==> src/rtl/core/iit_pkg.sv <==
package iit_pkg;

  localparam int unsigned CHAR_W = 8;
  localparam int unsigned CODE_W = 8;
  localparam int unsigned IDX_W  = 10;
  localparam int unsigned LEN_W  = 6;

  localparam logic [1:0] MODE_LOOKUP = 2'd0;
  localparam logic [1:0] MODE_ADD    = 2'd1;
  localparam logic [1:0] MODE_CLEAR  = 2'd2;
  localparam logic [1:0] MODE_NONE   = 2'd3;

  localparam logic [CHAR_W-1:0] CH_LOWER_A = 8'h61;
  localparam logic [CHAR_W-1:0] CH_LOWER_Z = 8'h7a;
  localparam logic [CHAR_W-1:0] CASE_GAP   = 8'h20;

  typedef enum logic [2:0] {
    ST_IDLE,
    ST_LEN,
    ST_CHR,
    ST_COPY,
    ST_DONE
  } iit_state_e;

  typedef struct packed {
    logic [LEN_W-1:0]  len;
    logic [CODE_W-1:0] code;
  } iit_meta_t;

  function automatic logic [CHAR_W-1:0] fold_char(input logic [CHAR_W-1:0] c,
                                                  input logic case_sens);
    logic [CHAR_W-1:0] r;
    r = c;
    if (!case_sens && (c inside {[CH_LOWER_A:CH_LOWER_Z]})) begin
      r = c - CASE_GAP;
    end
    return r;
  endfunction

endpackage

==> src/rtl/core/iit_pend_buf.sv <==
module iit_pend_buf import iit_pkg::*; #(
  parameter int unsigned NAME_MAX = 32,
  localparam int unsigned CW = (NAME_MAX > 1) ? $clog2(NAME_MAX) : 1
) (
  input  logic              clk_i,
  input  logic              we_i,
  input  logic [CW-1:0]     waddr_i,
  input  logic [CHAR_W-1:0] wdata_i,
  input  logic [CW-1:0]     raddr_i,
  output logic [CHAR_W-1:0] rdata_o
);

  logic [CHAR_W-1:0] mem [NAME_MAX];

  always_ff @(posedge clk_i) begin
    if (we_i) begin
      mem[waddr_i] <= wdata_i;
    end
    rdata_o <= mem[raddr_i];
  end

endmodule

==> config.mk <==
export PLATFORM = sky130hd
export DESIGN_NAME = iit_pend_buf
export DESIGN_NICKNAME = d
export VERILOG_FILES = /design/src/rtl/core/iit_pkg.sv /design/src/rtl/core/iit_pend_buf.sv
export SDC_FILE = /design/constraint.sdc
export NUM_CORES = 1
export LEC_CHECK = 0
export BUFFER_PORTS_ARGS = -buffer_cell sky130_fd_sc_hd__buf_2
export CAP_MARGIN = 10
export CORE_UTILIZATION = 55
export DETAILED_ROUTE_END_ITERATION = 10
export GPL_ROUTABILITY_DRIVEN = 0
export PLACE_DENSITY = 0.76
export SLEW_MARGIN = 20
export SYNTH_ARGS = -nofsm -noshare
export SYNTH_HDL_FRONTEND = slang
export SYNTH_SLANG_ARGS = --single-unit
==> constraint.sdc <==
create_clock -name clk_i -period 1.7 [get_ports clk_i]
set_input_delay 0.085 -clock clk_i [delete_from_list [all_inputs] [get_ports clk_i]]
set_output_delay 0.085 -clock clk_i [all_outputs]
set_load 0.1 [all_outputs]
# Yosys cells after proc, flatten, opt, wreduce, memory -nomap -nowiden
# Memory sizes are Yosys's and may differ from the RTL's. A register that Yosys moved wholly into a read port is not among the register bits.
# Index checks and enable logic that the tools add are counted.
# word_totals
register_bits	0
ram_bits	256
out_inout_bits	8
wordCells	3
memories	1
# classes
muxes	2
# memory_table
name	depth	word_bits	read_ports	rd_ports_with_merged_regs	write_ports	line_no	source
mem	32	8	1	1	1	iit_pend_buf.sv:13	logic [CHAR_W-1:0] mem [NAME_MAX];
# ops
cell	count
$mux W1	2

# Longest topological paths before layout
# Gate-level depths: netlist of run 1.
# logic_depth
depth_word	2
ltp_mapped	5

# Worst setup path after synthesis of run 1
# OpenSTA, ideal clock, no wires.
# synth_path
kind	input to register
from	in raddr_i[2]
to	reg rdata_o[0] (read register of mem)
t_arrival_ps	1767
path_slack_ps	-187
stages	5
path_buffers	2
cell_sequence	clkbuf_1 clkbuf_1 mux4_2 mux4_2 mux2_2
# synth_lines
element	line_no	source
start, declared	iit_pend_buf.sv:9	input logic [CW-1:0] raddr_i,
end, declared	iit_pend_buf.sv:10	output logic [CHAR_W-1:0] rdata_o

==> metrics.log, run 1 <==
INFO  metric synth_async_sr_flop_share = 0
INFO  metric start_util = 0.5597
INFO  metric yosys.cell_count.top_type = sky130_fd_sc_hd__edfxtp_1
INFO  metric post_synth_num_cell_types = 15
INFO  metric finClkSkew = 8.766 ps
INFO  metric ant_nets = 0
INFO  metric route.detailed.drc = 0
INFO  metric cts.sinks = 264
INFO  metric crit_buf_inv = 0
INFO  metric drv_cap = 0
INFO  metric hold-path-cell-count = 2
INFO  metric worstPathRequired = 2100 ps
INFO  metric synth_top_cells_by_area = sky130_fd_sc_hd__edfxtp_1, sky130_fd_sc_hd__mux4_2, sky130_fd_sc_hd__dfxtp_1
INFO  metric aggregate_global_routing_overflow = 0
INFO  metric hold_violations = 0
INFO  metric vias_per_cell = 6.272
INFO  metric worst-endpoint-arrival = 2230 ps
INFO  metric die_height = 137.2 um
INFO  metric netlist_area = 10050 um^2
INFO  metric clock_pin_slew_worst_setup_and_hold_paths = 70 ps
INFO  metric crit_path_class = register to register
INFO  metric grt_first_pass_wirelength = 31.32 mm
INFO  metric reg2reg_slack = -130 ps
INFO  metric post_synth_inst_count = 417
INFO  metric drt_pre_antenna_iters = 5
INFO  metric io-pin-count = 28
INFO  metric holdPathEnd = rdata_o[0]
INFO  metric critPathCaptureType = register
INFO  metric critPathTopFamily = multiplexers
INFO  metric drt_first_iter_violations = 475
INFO  metric detailedPlacementHpwl = 12.29 mm
INFO  metric synth_nets = 437
INFO  metric timing.critical_path.slowest_stage_cell = sky130_fd_sc_hd__mux4_2
INFO  metric syn_area_per_cell = 24.11 um^2
INFO  metric peak_freq = 0.5457 GHz
INFO  metric timing_max_transition_violations_final = 0
INFO  metric fin_crit = 1833 ps
INFO  metric cts_buffer_depth = 3
INFO  metric max_slew.worst_pin.slew = 597.8 ps
INFO  metric antenna_found_initial = 0
INFO  metric holdWs = 64.20 ps
INFO  metric ys_ff_latch = 264
INFO  metric critical-path-top-cell-by-count = sky130_fd_sc_hd__mux4_2
INFO  metric synth_largest_type_area_fraction = 0.7647
INFO  metric cts_setup_buffers = 0
INFO  metric timing.rr.start = mem[14][3]
INFO  metric final_design_area_no_fill = 11650 um^2
INFO  metric tritoncts_clock_tree = yes
INFO  metric reg2regPathDepth = 3
INFO  metric wirelength = 21.68 mm
INFO  metric clk_latency_worst_skew_pair = 520 ps
INFO  metric routed_wire_per_std_cell = 29.14 um
INFO  metric dieWidth = 137.2 um
INFO  metric num-fill-cells = 1100
INFO  metric slowest_delay = 510 ps
INFO  metric powerDensity = 1176 nW/um^2
INFO  metric core_area = 17960 um^2
INFO  metric rsz0062_at_grt = true
INFO  metric globalRouteTotalUtil = 0.2466
INFO  metric min-delay-start = raddr_i[3]
INFO  metric cts_buf_count = 25
INFO  metric timing.final.crit_share = 1.078
INFO  metric maxSlewHeadroom = 0.6014
INFO  metric ys.warnings.count = 0
INFO  metric portion_of_the_post_synthesis_area_used_by_sequential_elements = 0.7806
INFO  metric dominantRegCellSynth = sky130_fd_sc_hd__edfxtp_1
INFO  metric worst_hold_path_type = primary input to register
INFO  metric grt_pass1_vias = 4887
INFO  metric area_growth_syn_to_layout = 15.86%
INFO  metric ir_drop = 0.0008079 V
INFO  metric leakage = 0.003775 uW
INFO  metric netlist_top_cells_count = sky130_fd_sc_hd__edfxtp_1, sky130_fd_sc_hd__mux4_2, sky130_fd_sc_hd__nor2_1
INFO  metric num-nets-final = 517
INFO  metric dr_vias = 4666
INFO  metric violations = negative setup slack
INFO  metric h-tree-depth = 1
INFO  metric finalCoreUtilization = 0.6484
INFO  metric setup_tns = -763.2 ps
INFO  metric fp-row-count = 49
INFO  metric fin_ws = -132.6 ps
INFO  metric post_route_cells_drive_above_1_share = 0.3883
INFO  metric setup_viol_count_final = 8
INFO  metric worstReg2RegEnd = rdata_o[3]
INFO  metric post-synth-top-area-cell = sky130_fd_sc_hd__edfxtp_1
INFO  metric count_of_flip_flops_with_a_built_in_enable_after_synthesis = 256
INFO  metric antennaDiodeCount = 0
INFO  metric cp_max_fo = 1
INFO  metric setup.worst_path.start_class = register
INFO  metric grt_max_degree = 33
INFO  metric clock_tree.root_cell = sky130_fd_sc_hd__clkbuf_16
INFO  metric post_dp_cell_area = 10800 um^2
INFO  metric die_area = 18820 um^2
INFO  metric crit_chain = mux4_2 -> mux4_2 -> mux2_4
INFO  metric buffer_ports.inserted = 27
INFO  metric result_of_the_run = finished, violations left
==> what timing repair did <==
item | 4_1_cts | 5_1_grt
setup endpoints to repair | 8 | 8
endpoints found under the hold margin | 0 | 0
hold buffers | 0 | 0
gates cloned | 0 | 0
gates resized for setup | 2 | 5
==> cells in the final DEF, fill, tap and decap left out <==
| cell type | instances |
|---|---|
| sky130_fd_sc_hd__clkbuf_16 | 25 |
| sky130_fd_sc_hd__buf_2 | 26 |
| sky130_fd_sc_hd__nand2_1 | 1 |
| sky130_fd_sc_hd__mux2_4 | 7 |
| sky130_fd_sc_hd__or3_1 | 1 |
| sky130_fd_sc_hd__clkinv_1 | 4 |
| sky130_fd_sc_hd__nand3b_1 | 5 |
| sky130_fd_sc_hd__mux4_2 | 80 |
| sky130_fd_sc_hd__buf_12 | 7 |
| sky130_fd_sc_hd__nand3_1 | 2 |
| sky130_fd_sc_hd__inv_6 | 1 |
| sky130_fd_sc_hd__clkbuf_8 | 2 |
| sky130_fd_sc_hd__clkinv_4 | 1 |
| sky130_fd_sc_hd__nor2_1 | 33 |
| sky130_fd_sc_hd__clkbuf_1 | 5 |
| sky130_fd_sc_hd__edfxtp_1 | 256 |
| sky130_fd_sc_hd__clkinvlp_4 | 1 |
| sky130_fd_sc_hd__bufinv_16 | 3 |
| sky130_fd_sc_hd__mux2_2 | 1 |
| sky130_fd_sc_hd__buf_4 | 40 |
| sky130_fd_sc_hd__or3b_2 | 3 |
| sky130_fd_sc_hd__clkinv_2 | 3 |
| sky130_fd_sc_hd__dfxtp_1 | 8 |
==> cells by family after synthesis <==
kind of cell / count (synthesis) / share of synthesized area
flops: 264 / 0.7806
mux: 88 / 0.1882
simple gates: 45 / 0.02066
buf+inv: 20 / 0.01058
==> worst max path at each step <==
stage / from / to / slack (ps) / cells after the start
CTS: mem[14][3] / rdata_o[3] / -140 / 3
global placement: raddr_i[0] / rdata_o[0] / -290 / 5
global route: mem[4][6] / rdata_o[6] / -150 / 3
floorplan: raddr_i[0] / rdata_o[0] / 20 / 5
detailed placement: raddr_i[0] / rdata_o[2] / -310 / 5
finish: mem[14][3] / rdata_o[3] / -130 / 3
==> where the power goes <==
part	leakage [uW]	internal (uW)	switching [uW]
combinational	0.00100	344	564
clock	0.000398	3250	2270
sequential	0.00237	7240	32.6
==> layer usage <==
layer | GRT usage | share of wire
met5 | 0 | 0
met4 | 0.1013 | 0.030
met3 | 0.03900 | 0.082
met1 | 0.3443 | 0.38
met2 | 0.3948 | 0.51
==> layout make-up <==
class	instances	area, um^2	area share
multi-input combinational	133	2126	0.1825
timing repair buffer	73	570.5	0.04898
clock inverter	13	145.1	0.01246
clock buffer	32	671.9	0.05769
tap	229	286.5	0.02460
sequential	264	7848	0.6738
==> registers in the layout, summed over array words and instances, names as in the netlist <==
register and count:
mem 256, rdata_o 8
==> metrics by stage <==
step | cells | worst slack, ps | total power (uW)
floorplan | 417 | 17.95 | 8008
global placement | 699 | -294.4 | 8266
detailed placement | 699 | -307.4 | 8291
CTS | 744 | -144.7 | 13760
global route | 744 | -152.3 | 14060
finish | 744 | -132.6 | 13690
==> worst reg2reg max path, cell delays in order (launching register included) <==
cell and delay [ps]:
sky130_fd_sc_hd__edfxtp_1 430, sky130_fd_sc_hd__mux4_2 480, sky130_fd_sc_hd__mux4_2 510, sky130_fd_sc_hd__mux2_4 290
Note: power is estimated with default switching activity, not from simulation.
==> run 2, diff against run 1 <==
--- a/config.mk
+++ b/config.mk
@@ -5,12 +5,15 @@
 export SDC_FILE = /design/constraint.sdc
 export NUM_CORES = 1
 export LEC_CHECK = 0
+export ABC_CLOCK_PERIOD_IN_PS = 1700
 export BUFFER_PORTS_ARGS = -buffer_cell sky130_fd_sc_hd__buf_2
 export CAP_MARGIN = 10
 export CORE_UTILIZATION = 55
 export DETAILED_ROUTE_END_ITERATION = 10
 export GPL_ROUTABILITY_DRIVEN = 0
+export MAX_ROUTING_LAYER = met4
 export PLACE_DENSITY = 0.76
+export SKIP_LAST_GASP = 1
 export SLEW_MARGIN = 20
 export SYNTH_ARGS = -nofsm -noshare
 export SYNTH_HDL_FRONTEND = slang
==> run 2 against run 1 <==
The run still ends with negative setup slack left. Die area unchanged. Non-clock buffer count unchanged. Utilization unchanged. First-iteration DRC count up 2.3%. Total power about the same. Combinational power about the same. Sequential cell count unchanged. Worst hold slack worse by 3.7 ps. Highest routed layer unchanged.
==> metrics.log, run 2 (synthesis results as in run 1) <==
INFO  metric result_of_the_run = finished, violations left
INFO  metric violations = negative setup slack
INFO  metric clk_latency_worst_skew_pair = 520 ps
INFO  metric p_total = 13680 uW
INFO  metric start_util = 0.5597
INFO  metric cts_setup_buffers = 0
INFO  metric drv_cap = 0
INFO  metric die_area = 18820 um^2
INFO  metric setup_tns = -772.2 ps
INFO  metric peak_freq = 0.5456 GHz
INFO  metric vias_per_cell = 6.293
INFO  metric drt_pre_antenna_iters = 5
INFO  metric detailedPlacementHpwl = 12.29 mm
INFO  metric cts_buffer_depth = 3
INFO  metric max_slew.worst_pin.slew = 594.0 ps
INFO  metric routed_wire_per_std_cell = 29.03 um
INFO  metric route.detailed.drc = 0
INFO  metric powerDensity = 1175 nW/um^2
INFO  metric fin_crit = 1833 ps
INFO  metric buffer_ports.inserted = 27
INFO  metric core_area = 17960 um^2
INFO  metric num-nets-final = 517
INFO  metric fin_ws = -132.7 ps
INFO  metric fp-row-count = 49
INFO  metric timing_max_transition_violations_final = 0
INFO  metric dr_vias = 4682
INFO  metric largest_register_ff_count = 256
INFO  metric aggregate_global_routing_overflow = 0
INFO  metric mostFrequentLayoutCell = sky130_fd_sc_hd__edfxtp_1
INFO  metric rsz0062_at_grt = true
INFO  metric post_dp_cell_area = 10800 um^2
INFO  metric globalRouteTotalUtil = 0.2545
INFO  metric timing.final.crit_share = 1.078
INFO  metric final_design_area_no_fill = 11650 um^2
INFO  metric area_growth_syn_to_layout = 15.86%
INFO  metric tritoncts_clock_tree = yes
INFO  metric die_height = 137.2 um
INFO  metric antennaDiodeCount = 0
INFO  metric final_cells = 744
INFO  metric cp_max_fo = 1
INFO  metric hold_violations = 0
INFO  metric ir_drop = 0.0008118 V
INFO  metric num-fill-cells = 1100
INFO  metric grt_max_degree = 33
INFO  metric cts.sinks = 264
INFO  metric io-pin-count = 28
INFO  metric layout.cells.most_common_list = sky130_fd_sc_hd__edfxtp_1, sky130_fd_sc_hd__mux4_2, sky130_fd_sc_hd__buf_4
INFO  metric h-tree-depth = 1
INFO  metric critPathCaptureType = register
INFO  metric leakage = 0.003775 uW
INFO  metric grt_first_pass_wirelength = 31.39 mm
INFO  metric dpl.cell_count = 699
INFO  metric dieWidth = 137.2 um
INFO  metric ant_nets = 0
INFO  metric worstPathRequired = 2100 ps
INFO  metric hold-path-cell-count = 2
INFO  metric clock_tree.root_cell = sky130_fd_sc_hd__clkbuf_16
INFO  metric post-place-ws = -307.4 ps
INFO  metric grt_pass1_vias = 4864
INFO  metric antenna_found_initial = 0
INFO  metric reg2reg_slack = -130 ps
INFO  metric drt_first_iter_violations = 486
INFO  metric worst_hold_path_type = primary input to register
INFO  metric largest_registers = mem (256), rdata_o (8)
INFO  metric post_route_cells_drive_above_1_share = 0.3883
INFO  metric maxSlewHeadroom = 0.6040
INFO  metric setup_viol_count_final = 8
INFO  metric wirelength = 21.60 mm
INFO  metric clock_pin_slew_worst_setup_and_hold_paths = 70 ps
INFO  metric cts_buf_count = 25
INFO  metric crit_path_class = register to register
INFO  metric registers.top_by_ff_count = mem
INFO  metric finClkSkew = 7.517 ps
INFO  metric reg2regPathDepth = 3
INFO  metric worst-endpoint-arrival = 2230 ps
INFO  metric setup.worst_path.start_class = register
[run 2: cell counts in the layout (fill, tap and decap cells not counted)]
No cell type changed its count.
[run 2: cell type report]
class / instances / area (um^2) / share of cell area
clock inverter: 13 / 145.1 / 0.01246
clock buffer: 32 / 671.9 / 0.05769
tap: 229 / 286.5 / 0.02460
multi-input combinational: 133 / 2126 / 0.1825
sequential: 264 / 7848 / 0.6738
timing repair buffer: 73 / 570.5 / 0.04898
[run 2: per-stage QoR]
| step | hold WS (ps) | util |
|---|---|---|
| 6_report | 60.54 | 0.6484 |
| 5_1_grt | 50.40 | 0.6484 |
| 4_1_cts | 41.57 | 0.6474 |
| 3_5_place_dp | 583.3 | 0.6014 |
| 3_3_place_gp | 574.4 | 0.6014 |
| 2_1_floorplan | 183.9 | - |
[run 2: critical path, cell delays in order, from the launching register on]
cell and delay (ps):
sky130_fd_sc_hd__edfxtp_1 430, sky130_fd_sc_hd__mux4_2 500, sky130_fd_sc_hd__mux4_2 520, sky130_fd_sc_hd__mux2_4 270
[run 2: timing repair]
item,CTS,global route
setup endpoints to repair,8,8
resized for setup,2,5
hold buffers,0,0
[run 2: metal layers]
| layer | up-vias | part of all wire | track usage |
|---|---|---|---|
| met1 | 2451 | 0.39 | 0.3488 |
| met4 | 0 | 0.032 | 0.1013 |
| met5 | - | 0 | - |
| met3 | 49 | 0.074 | 0.03348 |
| li1 | 1939 | - | - |
| met2 | 243 | 0.51 | 0.3951 |
[run 2: path summary, 6_finish.rpt]
path                                  from         end
worst max-delay path            mem[13][4]  rdata_o[4]
worst min-delay path            raddr_i[3]  rdata_o[0]
worst max register to register  mem[13][4]  rdata_o[4]
worst min register to register   mem[6][0]  rdata_o[0]
[run 2: report_power, final]
group          switching (uW)  total, uW  internal, uW
Clock                    2260       5510          3250
Sequential               31.7       7270          7240
Combinational             564        908           344
Total                    2850      13700         10800
