### src/rtl/core/iit_pkg.sv
package iit_pkg;

  localparam int unsigned CHAR_W = 8;
  localparam int unsigned CODE_W = 8;
  localparam int unsigned IDX_W  = 10;
  localparam int unsigned LEN_W  = 6;

  localparam logic [1:0] MODE_LOOKUP = 2'd0;
  localparam logic [1:0] MODE_ADD    = 2'd1;
  localparam logic [1:0] MODE_CLEAR  = 2'd2;
  localparam logic [1:0] MODE_NONE   = 2'd3;

  localparam logic [CHAR_W-1:0] CH_LOWER_A = 8'h61;
  localparam logic [CHAR_W-1:0] CH_LOWER_Z = 8'h7a;
  localparam logic [CHAR_W-1:0] CASE_GAP   = 8'h20;

  typedef enum logic [2:0] {
    ST_IDLE,
    ST_LEN,
    ST_CHR,
    ST_COPY,
    ST_DONE
  } iit_state_e;

  typedef struct packed {
    logic [LEN_W-1:0]  len;
    logic [CODE_W-1:0] code;
  } iit_meta_t;

  function automatic logic [CHAR_W-1:0] fold_char(input logic [CHAR_W-1:0] c,
                                                  input logic case_sens);
    logic [CHAR_W-1:0] r;
    r = c;
    if (!case_sens && (c inside {[CH_LOWER_A:CH_LOWER_Z]})) begin
      r = c - CASE_GAP;
    end
    return r;
  endfunction

endpackage

### src/rtl/core/iit_search_ctrl.sv
module iit_search_ctrl import iit_pkg::*; #(
  parameter int unsigned TABLE_DEPTH = 1024,
  parameter int unsigned NAME_MAX    = 32,
  localparam int unsigned IW = $clog2(TABLE_DEPTH),
  localparam int unsigned CW = (NAME_MAX > 1) ? $clog2(NAME_MAX) : 1
) (
  input  logic              clk_i,
  input  logic              rst_ni,
  input  logic              cfg_we_i,
  input  logic              cfg_wdata_i,
  input  logic              in_valid_i,
  output logic              in_stall_o,
  input  logic [1:0]        mode_i,
  input  logic [CHAR_W-1:0] ch_i,
  input  logic              last_i,
  input  logic [CODE_W-1:0] code_i,
  output logic              out_valid_o,
  input  logic              out_stall_i,
  output logic [IDX_W-1:0]  index_o,
  output logic [CODE_W-1:0] entry_code_o,
  output logic              added_o,
  output logic              overflow_o,
  output logic              pend_we_o,
  output logic [CW-1:0]     pend_waddr_o,
  output logic [CHAR_W-1:0] pend_wdata_o,
  output logic [CW-1:0]     pend_raddr_o,
  input  logic [CHAR_W-1:0] pend_rdata_i,
  output logic              chr_we_o,
  output logic [IW+CW-1:0]  chr_waddr_o,
  output logic [CHAR_W-1:0] chr_wdata_o,
  output logic [IW+CW-1:0]  chr_raddr_o,
  input  logic [CHAR_W-1:0] chr_rdata_i,
  output logic              meta_we_o,
  output logic [IW-1:0]     meta_waddr_o,
  output iit_meta_t         meta_wdata_o,
  output logic [IW-1:0]     meta_raddr_o,
  input  iit_meta_t         meta_rdata_i
);

  localparam int unsigned NW = $clog2(TABLE_DEPTH + 1);
  localparam int unsigned LW = $clog2(NAME_MAX + 1);

  iit_state_e        state_q, state_d;
  logic [LW-1:0]     plen_q, plen_d;
  logic [NW-1:0]     nf_q, nf_d;
  logic [IW-1:0]     e_q, e_d;
  logic [LW-1:0]     k_q, k_d;
  logic              cs_q, cs_d;
  logic [CODE_W-1:0] code_q, code_d;
  logic [CODE_W-1:0] ecode_q, ecode_d;
  logic [IDX_W-1:0]  res_index_q, res_index_d;
  logic [CODE_W-1:0] res_code_q, res_code_d;
  logic              res_added_q, res_added_d;
  logic              res_ovf_q, res_ovf_d;
  logic              out_valid_q, out_valid_d;
  logic [IDX_W-1:0]  out_index_q, out_index_d;
  logic [CODE_W-1:0] out_code_q, out_code_d;
  logic              out_added_q, out_added_d;
  logic              out_ovf_q, out_ovf_d;

  logic          in_acc;
  logic          cmp_eq;
  logic          next_entry;
  logic          go_insert;
  logic [LW-1:0] kn;
  logic [LW-1:0] km1;

  assign in_stall_o = (state_q != ST_IDLE);
  assign in_acc     = in_valid_i && !in_stall_o;
  assign cmp_eq     = (fold_char(chr_rdata_i, cs_q) == fold_char(pend_rdata_i, cs_q));
  assign km1        = k_q - 1'b1;

  assign pend_waddr_o = plen_q[CW-1:0];
  assign pend_wdata_o = ch_i;
  assign pend_raddr_o = kn[CW-1:0];
  assign chr_raddr_o  = {e_q, kn[CW-1:0]};
  assign chr_waddr_o  = {nf_q[IW-1:0], km1[CW-1:0]};
  assign chr_wdata_o  = pend_rdata_i;
  assign meta_raddr_o = e_q + 1'b1;
  assign meta_waddr_o = nf_q[IW-1:0];
  assign meta_wdata_o = '{len: LEN_W'(plen_q), code: code_q};

  assign out_valid_o  = out_valid_q;
  assign index_o      = out_index_q;
  assign entry_code_o = out_code_q;
  assign added_o      = out_added_q;
  assign overflow_o   = out_ovf_q;

  always_comb begin
    state_d     = state_q;
    plen_d      = plen_q;
    nf_d        = nf_q;
    e_d         = e_q;
    k_d         = k_q;
    cs_d        = cfg_we_i ? cfg_wdata_i : cs_q;
    code_d      = code_q;
    ecode_d     = ecode_q;
    res_index_d = res_index_q;
    res_code_d  = res_code_q;
    res_added_d = res_added_q;
    res_ovf_d   = res_ovf_q;
    out_valid_d = out_valid_q && out_stall_i;
    out_index_d = out_index_q;
    out_code_d  = out_code_q;
    out_added_d = out_added_q;
    out_ovf_d   = out_ovf_q;
    pend_we_o   = 1'b0;
    chr_we_o    = 1'b0;
    meta_we_o   = 1'b0;
    next_entry  = 1'b0;
    go_insert   = 1'b0;
    kn          = '0;

    case (state_q)
      ST_IDLE: begin
        if (in_acc) begin
          case (mode_i)
            MODE_CLEAR: begin
              nf_d   = NW'(1);
              plen_d = '0;
            end
            MODE_LOOKUP, MODE_ADD: begin
              if (plen_q < LW'(NAME_MAX)) begin
                pend_we_o = 1'b1;
                plen_d    = plen_q + 1'b1;
              end
              if (last_i) begin
                code_d = code_i;
                if ((mode_i == MODE_LOOKUP) && (nf_q > NW'(1))) begin
                  e_d     = IW'(1);
                  state_d = ST_LEN;
                end else begin
                  go_insert = 1'b1;
                end
              end
            end
            default: ;
          endcase
        end
      end
      ST_LEN: begin
        if (meta_rdata_i.len == LEN_W'(plen_q)) begin
          ecode_d = meta_rdata_i.code;
          k_d     = '0;
          state_d = ST_CHR;
        end else begin
          next_entry = 1'b1;
        end
      end
      ST_CHR: begin
        kn = k_q + 1'b1;
        if (!cmp_eq) begin
          next_entry = 1'b1;
        end else if (k_q == (plen_q - 1'b1)) begin
          res_index_d = IDX_W'(e_q);
          res_code_d  = ecode_q;
          res_added_d = 1'b0;
          res_ovf_d   = 1'b0;
          state_d     = ST_DONE;
        end else begin
          k_d = k_q + 1'b1;
        end
      end
      ST_COPY: begin
        kn       = k_q;
        chr_we_o = (k_q != '0);
        if (k_q == plen_q) begin
          meta_we_o   = 1'b1;
          res_index_d = IDX_W'(nf_q);
          res_code_d  = code_q;
          res_added_d = 1'b1;
          res_ovf_d   = 1'b0;
          nf_d        = nf_q + 1'b1;
          state_d     = ST_DONE;
        end else begin
          k_d = k_q + 1'b1;
        end
      end
      ST_DONE: begin
        if (!out_valid_d) begin
          out_valid_d = 1'b1;
          out_index_d = res_index_q;
          out_code_d  = res_code_q;
          out_added_d = res_added_q;
          out_ovf_d   = res_ovf_q;
          plen_d      = '0;
          e_d         = '0;
          state_d     = ST_IDLE;
        end
      end
      default: state_d = ST_IDLE;
    endcase

    if (next_entry) begin
      if ((NW'(e_q) + NW'(1)) < nf_q) begin
        e_d     = e_q + 1'b1;
        state_d = ST_LEN;
      end else begin
        go_insert = 1'b1;
      end
    end

    if (go_insert) begin
      if (nf_q >= NW'(TABLE_DEPTH)) begin
        res_index_d = '0;
        res_code_d  = '0;
        res_added_d = 1'b0;
        res_ovf_d   = 1'b1;
        state_d     = ST_DONE;
      end else begin
        k_d     = '0;
        state_d = ST_COPY;
      end
    end
  end

  always_ff @(posedge clk_i or negedge rst_ni) begin
    if (!rst_ni) begin
      state_q     <= ST_IDLE;
      plen_q      <= '0;
      nf_q        <= NW'(1);
      e_q         <= '0;
      k_q         <= '0;
      cs_q        <= 1'b0;
      out_valid_q <= 1'b0;
    end else begin
      state_q     <= state_d;
      plen_q      <= plen_d;
      nf_q        <= nf_d;
      e_q         <= e_d;
      k_q         <= k_d;
      cs_q        <= cs_d;
      out_valid_q <= out_valid_d;
    end
  end

  always_ff @(posedge clk_i) begin
    code_q      <= code_d;
    ecode_q     <= ecode_d;
    res_index_q <= res_index_d;
    res_code_q  <= res_code_d;
    res_added_q <= res_added_d;
    res_ovf_q   <= res_ovf_d;
    out_index_q <= out_index_d;
    out_code_q  <= out_code_d;
    out_added_q <= out_added_d;
    out_ovf_q   <= out_ovf_d;
  end

endmodule

### config.mk
export PLATFORM = sky130hd
export DESIGN_NAME = iit_search_ctrl
export DESIGN_NICKNAME = d
export VERILOG_FILES = /design/src/rtl/core/iit_pkg.sv /design/src/rtl/core/iit_search_ctrl.sv
export SDC_FILE = /design/constraint.sdc
export NUM_CORES = 1
export LEC_CHECK = 0
export BUFFER_PORTS_ARGS = -buffer_cell sky130_fd_sc_hd__buf_4
export CORE_MARGIN = 2
export CORE_UTILIZATION = 30
export CTS_CLUSTER_SIZE = 8
export DETAILED_ROUTE_END_ITERATION = 16
export SLEW_MARGIN = 20
export SYNTH_ARGS = -nofsm -noshare
export SYNTH_HDL_FRONTEND = slang
export SYNTH_SLANG_ARGS = --single-unit
export TNS_END_PERCENT = 20
### constraint.sdc
create_clock -name clk_i -period 7.89 [get_ports clk_i]
set_input_delay 0.3945 -clock clk_i [delete_from_list [all_inputs] [get_ports clk_i]]
set_output_delay 0.3945 -clock clk_i [all_outputs]
set_load 0.02 [all_outputs]
# Word-level counts from Yosys, hierarchy flattened
# Index checks and enable logic that the tools add are counted.
[classes] bitwise_logic=1 order_cmp=8 eq_ne=16 add_sub_neg=9 muxes=83 n_reduce_logical=21
[op_table] operator="2-to-1 mux 10 bit" n=12
[op_table] operator="2-to-1 mux 8 bit" n=7
[op_table] operator="2-to-1 mux 6 bit" n=9
[op_table] operator="case mux 10 bit (2 select lines)" n=2
[op_table] operator="2-to-1 mux 3 bit" n=13
[op_table] operator="2-to-1 mux 11 bit" n=3
[op_table] operator="2-to-1 mux 1 bit" n=27
[op_table] operator="case mux 6 bit (2 select lines)" n=2
[op_table] operator="case mux 11 bit (2 select lines)" n=1
[op_table] operator="== test 6 bit" n=3
[op_table] operator="case mux 6 bit (3 select lines)" n=1
[op_table] operator=">= comparator 8 x 7 -> 1 bit, second input constant" n=2
[op_table] operator="less-or-equal comparator 8 x 7 -> 1 bit, second input constant" n=2
[op_table] operator="case mux 8 bit (2 select lines)" n=1
[op_table] operator="subtractor 8 x 6 -> 8 bit, second input constant" n=2
[op_table] operator="case mux 3 bit (5 select lines)" n=1
[op_table] operator="adder 6 x 1 -> 6 bit, second input constant" n=2
[op_table] operator="adder 10 x 1 -> 11 bit, second input constant" n=1
[op_table] operator="adder 11 x 1 -> 11 bit, second input constant" n=1
[op_table] operator=">= comparator 11 bit, second input constant" n=1
[op_table] operator="greater-than comparator 11 x 1 -> 1 bit, second input constant" n=1
[op_table] operator="less-than comparator 11 bit" n=1
[op_table] operator="adder 10 x 1 -> 10 bit, second input constant" n=1
[op_table] operator="case mux 5 bit (2 select lines)" n=1
[op_table] operator="other kinds (26)" n=41
[word_totals] regBits=94 output_inout_bits=115 inputBits=55 word_cells=155

# Longest topological paths before layout
# Gate-level depths: netlist of run 1.
[depth] depth_word=10 ltp_mapped=13 mapped_depth_nobuf=12

# Worst setup path after synthesis of run 1
# No wires, ideal clock.
[synth_timing] path_type="register to register" from="register e_q[0]" to="register e_q[2]" n_path_buf=0 period_less_slack_ns=3.273 setup_ns=0.126 arrival_time_ns=3.147 stages_incl_launch_ff=12 path_slack_ns=4.617 required_time_ns=7.764 cell_sequence="dfrtp_1 -> ha_1 -> nand3_1 -> xnor2_1 -> ha_1 -> a21oi_1 -> nor2b_1 -> o31ai_1 -> a21oi_1 -> o31ai_1 -> a21boi_1 -> a221o_1"
[synth_between] elab_chain_len=4 word_cells_on_any_way=5 classes_between="add/sub: 2; order compare: 1; mux: 2"
[synth_rtl] element="from (decl)" line="iit_search_ctrl.sv:46" text="logic [IW-1:0] e_q, e_d;"
[synth_rtl] element="from (signal assigned)" line="iit_search_ctrl.sv:222" text="e_q <= '0;"
[synth_rtl] element="from (signal assigned)" line="iit_search_ctrl.sv:230" text="e_q <= e_d;"
[synth_rtl] element="adder 10 x 1 -> 11 bit" line="iit_search_ctrl.sv:195" text="if ((NW'(e_q) + NW'(1)) < nf_q) begin"
[synth_rtl] element="less-than comparator 11 bit" line="iit_search_ctrl.sv:195"
[synth_rtl] element="2-to-1 mux 10 bit (*)" line="iit_search_ctrl.sv:195"
[synth_rtl] element="2-to-1 mux 10 bit (*)" line="iit_search_ctrl.sv:194" text="if (next_entry) begin"
[synth_rtl] element="named net e_d[2]" line="iit_search_ctrl.sv:46"
# The timed path passes the listed nets; every way through them passes the cells marked *.
# A chain may end at the register's enable or synchronous reset.

# Final worst setup path of run 1
[layout_timing] from="register e_q[0]" to="register res_ovf_q"
[layout_between] elab_chain_len=5
[layout_rtl] element="adder 10 x 1 -> 11 bit" line="iit_search_ctrl.sv:195"
[layout_rtl] element="less-than comparator 11 bit" line="iit_search_ctrl.sv:195"
[layout_rtl] element="2-to-1 mux 1 bit" line="iit_search_ctrl.sv:195"
[layout_rtl] element="2-to-1 mux 1 bit" line="iit_search_ctrl.sv:194"
[layout_rtl] element="2-to-1 mux 1 bit" line="iit_search_ctrl.sv:203" text="if (go_insert) begin"
[layout_rtl] element="named net res_ovf_d" line="iit_search_ctrl.sv:54" text="logic res_ovf_q, res_ovf_d;"
[layout_rtl] element="to (signal assigned)" line="iit_search_ctrl.sv:243" text="res_ovf_q <= res_ovf_d;"
[layout_rtl] element="to (decl)" line="iit_search_ctrl.sv:54"
# The timed path passes the listed nets, and every way through them passes these cells.

==> flow_summary.ini, run 1 <==
[logic_synthesis]
synth-xor-area-share = 0.0534
synth_top_area_share = 0.188
synth-simple-area-share = 0.174
synth_cell_types = 71
synth_fa_ha_area_frac = 0.0436
synth_area_leader_cell = edfxtp_1
netlist_instances = 609
yosys_warnings = 0
synthMuxAreaShare = 0.00916
synth_compound_area_frac = 0.192
synth_edf_count = 36
seq_area_frac_synth = 0.424
synth_top_family_by_area = compound AO/OA/AOI/OAI gates
synth_ff_type = dfrtp_1
synthesis.area_sq_um = 5740
ys_async_sr_fraction = 0.404
syn_nets = 684
synth-seq-cells = 94
syn_area_per_cell_sq_um = 9.42
synthTopCellsByArea = edfxtp_1, dfrtp_1, dfxtp_1

[global_routing]
grt_max_degree = 39
grt-ovfl-total = 0
grt_pass1_wl_um = 24900
antenna_found_initial = 0
globalRouteTotalUtil = 0.158
grt_pass1_vias = 4557

[drt]
dr.pass1.iters = 5
vias = 4810
drc = 0
drtIter0Drc = 252
wl_um = 16200
wl_per_cell_um = 17.2
final_antenna_net_count = 0
routed_via_density = 5.10

[die]
fp.dieArea_sq_um = 20200
dieHeight_um = 142
start_util = 0.306
core_sq_um = 18800
ios = 170
rows = 50
dieWidth_um = 142

[sta]
hold_viol_final = 0
maxSlewViolCount = 0
skew_ns = 0.00814
relSlewSlack = 0.413
period_share = 0.437
fin_setup_tns_ns = 0
worst_slew_pin_slew_ns = 0.880
setup_violations = 0
fmax_ghz = 0.290
rsz0062_at_grt = false
fin_crit_ns = 3.45

[layout]
drive_above_1_share = 0.269
finalNetCount = 779
post-route-util = 0.375
instances_no_fill = 943
areaGrowthSynthToFinish_pct = 22.5
antennaDiodeCount = 0

[clock_tree]
clockBufferDepth = 2
post_cts_resize_count = 0
cts-root-buf = clkbuf_16
path_clk_slew_ns = 0.07
cts_tree = yes
numCtsBuffers = 9
clock_latency_ns = 0.36
post_cts_buffers = 0
clock_sinks = 94
cts_hold_buf = 0
htreeDepth = 3

[place]
port_buffers = 153
placed_cells = 927
dp_hpwl_um = 11900
routabilityCongestion = 0.847

[worst_setup_path]
critPathLaunchType = flip-flop
crit_fanout = 20
crit_arrival_ns = 3.69
critPathRequiredTime_ns = 8.13
crit_type = flip-flop to flip-flop
cp-end-kind = flip-flop

[power]
ir_worst_vdd_mv = 0.169
p_leak_nw = 3.05
power_density_nw_per_um2 = 365

[run]
maxCapViolations = 0

[min_path]
worst_hold_path_type = primary input to asynchronous set/reset pin

[outcome]
status = complete, no violations
final timing paths:
path	end	slack, ns	depth (start not counted)	start
setup / recovery	res_ovf_q	4.44	10	e_q[0]
hold / removal	e_q[2]	0.02	1	rst_ni
setup reg to reg	res_ovf_q	4.44	10	e_q[0]
hold reg to reg	overflow_o	0.43	0	res_ovf_q
max in group asynchronous	state_q[0]	7.50	1	rst_ni
min in group clk_i	ecode_q[0]	0.21	1	meta_rdata_i[0]
kinds of logic (layout without fill, tap and decap cells):
family | count (synthesis) | in the layout
adders and majority gates | 20 | 20
and+or+nand+nor | 200 | 200
DFF | 94 | 94
xor gates and xnor gates | 35 | 35
buffers and inverters | 106 | 206
muxes | 5 | 5
AOI/OAI and AO/OA | 149 | 149
synthesized netlist by cell type (all sizes together), types with 10 or more instances:
cell,instances
ha,20
buf,57
clkbuf,16
xnor2,18
nor2,29
inv,33
o21ai,28
nor3,12
nand3,26
and2,14
or3,10
nand2,70
dfrtp,37
xor2,17
edfxtp,36
o22ai,12
a32oi,12
a21oi,29
dfxtp,20
registers in the layout, indices dropped and copies added (netlist names), 8 cells and up:
register,cells
nf_q,11
e_q,10
index_o,10
res_index_q,10
code_q,8
ecode_q,8
entry_code_o,8
res_code_q,8
through the flow:
step,hold slack [ns],area (sq um),total power [mW],setup WS (ns)
2_1_floorplan,0.0989,5740,1.75,4.62
3_3_place_gp,0.414,6760,2.16,4.47
3_5_place_dp,0.413,6760,2.17,4.45
4_1_cts,0.0301,7010,2.57,4.45
5_1_grt,0.0569,7030,2.75,4.16
6_report,0.0172,7030,2.56,4.44
critical path, stage by stage (launching register included):
cell and delay (ns):
dfrtp_1 0.50, ha_1 0.27, nand3_1 0.16, nor3_1 0.37
nand2b_1 0.17, nand2_1 0.07, ha_1 0.18, or3_1 0.40
o31a_1 0.41, a21o_1 0.45, a22o_1 0.34
placed cells by master (no fill, tap or decap), types with 6 or more instances in the layout:
master,netlist,final
buf_4,48,157
nand2_1,70,70
dfrtp_1,37,37
edfxtp_1,36,36
inv_1,33,33
nor2_1,29,29
a21oi_1,28,28
nand3_1,26,26
o21ai_0,26,26
ha_1,20,20
dfxtp_1,20,20
xnor2_1,18,18
xor2_1,17,17
and2_1,14,14
a32oi_1,12,12
o22ai_1,12,12
nor3_1,11,11
or3_1,10,10
a22oi_1,9,9
clkbuf_16,0,9
a221oi_1,8,8
o31ai_1,6,6
a21o_1,6,6
per-layer routing:
metal	GRT usage	vias to the layer above	part of all wire
li1	-	2340	-
met1	0.204	2313	0.44
met2	0.269	147	0.49
met3	0.0357	10	0.060
met4	0.0396	0	0.0089
met5	0	-	0
power breakdown:
group / internal (mW) / switching [mW] / leakage [nW] / total (mW)
registers: 0.635 / 0.197 / 0.999 / 0.832
logic: 0.517 / 0.821 / 1.93 / 1.34
clock network: 0.214 / 0.182 / 0.121 / 0.395
total: 1.37 / 1.20 / 3.05 / 2.56
cell type report:
cell class              count  area [sq um]
inverters                  33           124
clock buffers              14           244
flip-flops and latches     94          2430
repair buffers            157          1180
multi-input cells         409          2740
clock inverters             2          12.5
fillers                  1948         11700
well taps                 234           293
Power figures use the tool's default switching activity.
==> run 2, diff against run 1 <==
Clock period 7.89 ns to 3.5 ns, I/O delays scaled along.
==> run 2 against run 1 <==
First-iteration DRC count up 7.9%. Clock power up 130%. Via count up 3.0%. Worst hold slack better by 0.035 ns. Largest cell class unchanged. Sequential share of layout area down 1.6 points. Register-to-register slack worse by 4.2 ns.
==> flow_summary.ini, run 2 (same netlist as run 1, synthesis figures left out) <==
[power]
p_leak_nw = 3.24
ir_worst_vdd_mv = 0.446
p_total_mw = 6.01
power_density_nw_per_um2 = 817

[worst_setup_path]
crit_path_frequent_cell = ha_1
cp.buffers_inverters = 1
critPathRequiredTime_ns = 3.78
cp_slowest_stage_delay_ns = 0.47
cp.depth = 11
cp-end-kind = flip-flop
crit_slowest_cell = dfrtp_1
crit_arrival_ns = 3.51
crit_type = flip-flop to flip-flop
crit_fanout = 8
critPathLaunchType = flip-flop
worstPathCellList = ha_1 > nand3_1 > nor3_1 > nand2b_1 > nand2_1 > ha_1 > or3_1 > o31a_1 > a21o_1 > buf_4 > a21oi_1
startpoint = e_q[0]
critical-path-top-delay-family = simple AND/OR/NAND/NOR gates
r2r-start = e_q[0]
rr_worst_depth = 11

[global_routing]
grt-ovfl-total = 0
grt_pass1_vias = 4656
grt_pass1_wl_um = 25200
globalRouteTotalUtil = 0.162
use_met3 = 0.0370
grt_max_degree = 39
antenna_found_initial = 0
grt.met2_usage = 0.271
grtUsageMet1 = 0.212
grt.busiest_layer = met2

[layout]
drive_above_1_share = 0.290
finalNetCount = 818
layout_commonest_cell = buf_4
areaGrowthSynthToFinish_pct = 28.3
antennaDiodeCount = 0
top_register = nf_q
layout_common_cells = buf_4, nand2_1, dfrtp_1
post-route-util = 0.392
largest_reg_flops = 11

[sta]
period_share = 0.924
relSlewSlack = 0.502
setup_violations = 0
rsz0062_at_grt = false
fin_crit_ns = 3.23
hold_viol_final = 0
fmax_ghz = 0.309
hold_slack_ns = 0.0526
maxSlewViolCount = 0
worst_slew_pin_slew_ns = 0.746
fin_setup_tns_ns = 0
skew_ns = 0.00864

[place]
port_buffers = 153
routabilityCongestion = 0.806
dp_hpwl_um = 12200

[die]
fp.dieArea_sq_um = 20200
dieWidth_um = 142
core_sq_um = 18800
rows = 50
dieHeight_um = 142
start_util = 0.306
ios = 170

[drt]
drtIter0Drc = 272
dr.pass1.iters = 4
drc = 0
wl_um = 16400
routed_via_density = 5.04
wl_per_cell_um = 16.7
vias = 4954
final_antenna_net_count = 0

[clock_tree]
clock_sinks = 94
htreeDepth = 3
post_cts_resize_count = 0
cts_tree = yes
post_cts_buffers = 0
numCtsBuffers = 9
cts-root-buf = clkbuf_16
cts_hold_buf = 17
path_clk_slew_ns = 0.07
clock_latency_ns = 0.36
clockBufferDepth = 2

[min_path]
worst_hold_path_type = primary input to flip-flop
min_path_cells = 2
hp-start = cfg_wdata_i

[outcome]
status = complete, no violations

[run]
maxCapViolations = 0
==> run 2: changes by cell type in the layout (fill, tap and decap cells not counted) <==
cell,before,now
a31oi_4,2,1
nor3b_4,1,0
buf_4,157,179
nor3b_2,0,1
dlygate4sd3_1,0,17
clkbuf_1,5,1
clkinv_2,1,3
a31oi_2,0,1
clkinv_4,0,2
==> run 2: worst paths after layout <==
check	to	slack, ns
setup / recovery	res_code_q[1]	0.27
hold / removal	cs_q	0.05
setup reg to reg	res_code_q[1]	0.27
hold reg to reg	added_o	0.45
max in group asynchronous	k_q[1]	2.80
min in group asynchronous	e_q[8]	0.33
==> run 2: area by class of cell <==
type	count	area, sq um
fill	1923	11400
multi-input combinational	409	2730
sequential	94	2430
timing repair buffer	196	1510
tap	234	293
clock buffer	10	229
inverter	33	124
clock inverter	6	40.0
==> run 2: worst reg2reg max path: cells and delay by family, from the launching register on <==
family                   cells  cell delay (ns)
buffers and inverters        1             0.21
adder cells (fa/ha/maj)      2             0.44
AND/OR/NAND/NOR              5             1.16
AO/OA/AOI/OAI                3             0.89
flip-flops                   1             0.47
==> run 2: metrics by stage <==
stage / area [sq um] / cells / setup slack, ns
finish: 7360 / 982 / 0.265
global route: 7360 / 982 / 0.0531
CTS: 7360 / 982 / 0.312
floorplan: 5740 / 609 / 0.227
global placement: 6920 / 949 / 0.453
detailed placement: 6920 / 949 / 0.349
==> run 2: layer usage <==
metal  up-vias  share of wire
li1       2429              -
met1      2348           0.46
met4         0          0.018
met3        22          0.052
met5         -              0
met2       155           0.47
==> run 2: where the power goes <==
group / internal, mW / total, mW / switching, mW
clock network: 0.480 / 0.913 / 0.432
logic: 1.34 / 3.34 / 2.00
registers: 1.43 / 1.76 / 0.325
total: 3.25 / 6.01 / 2.76
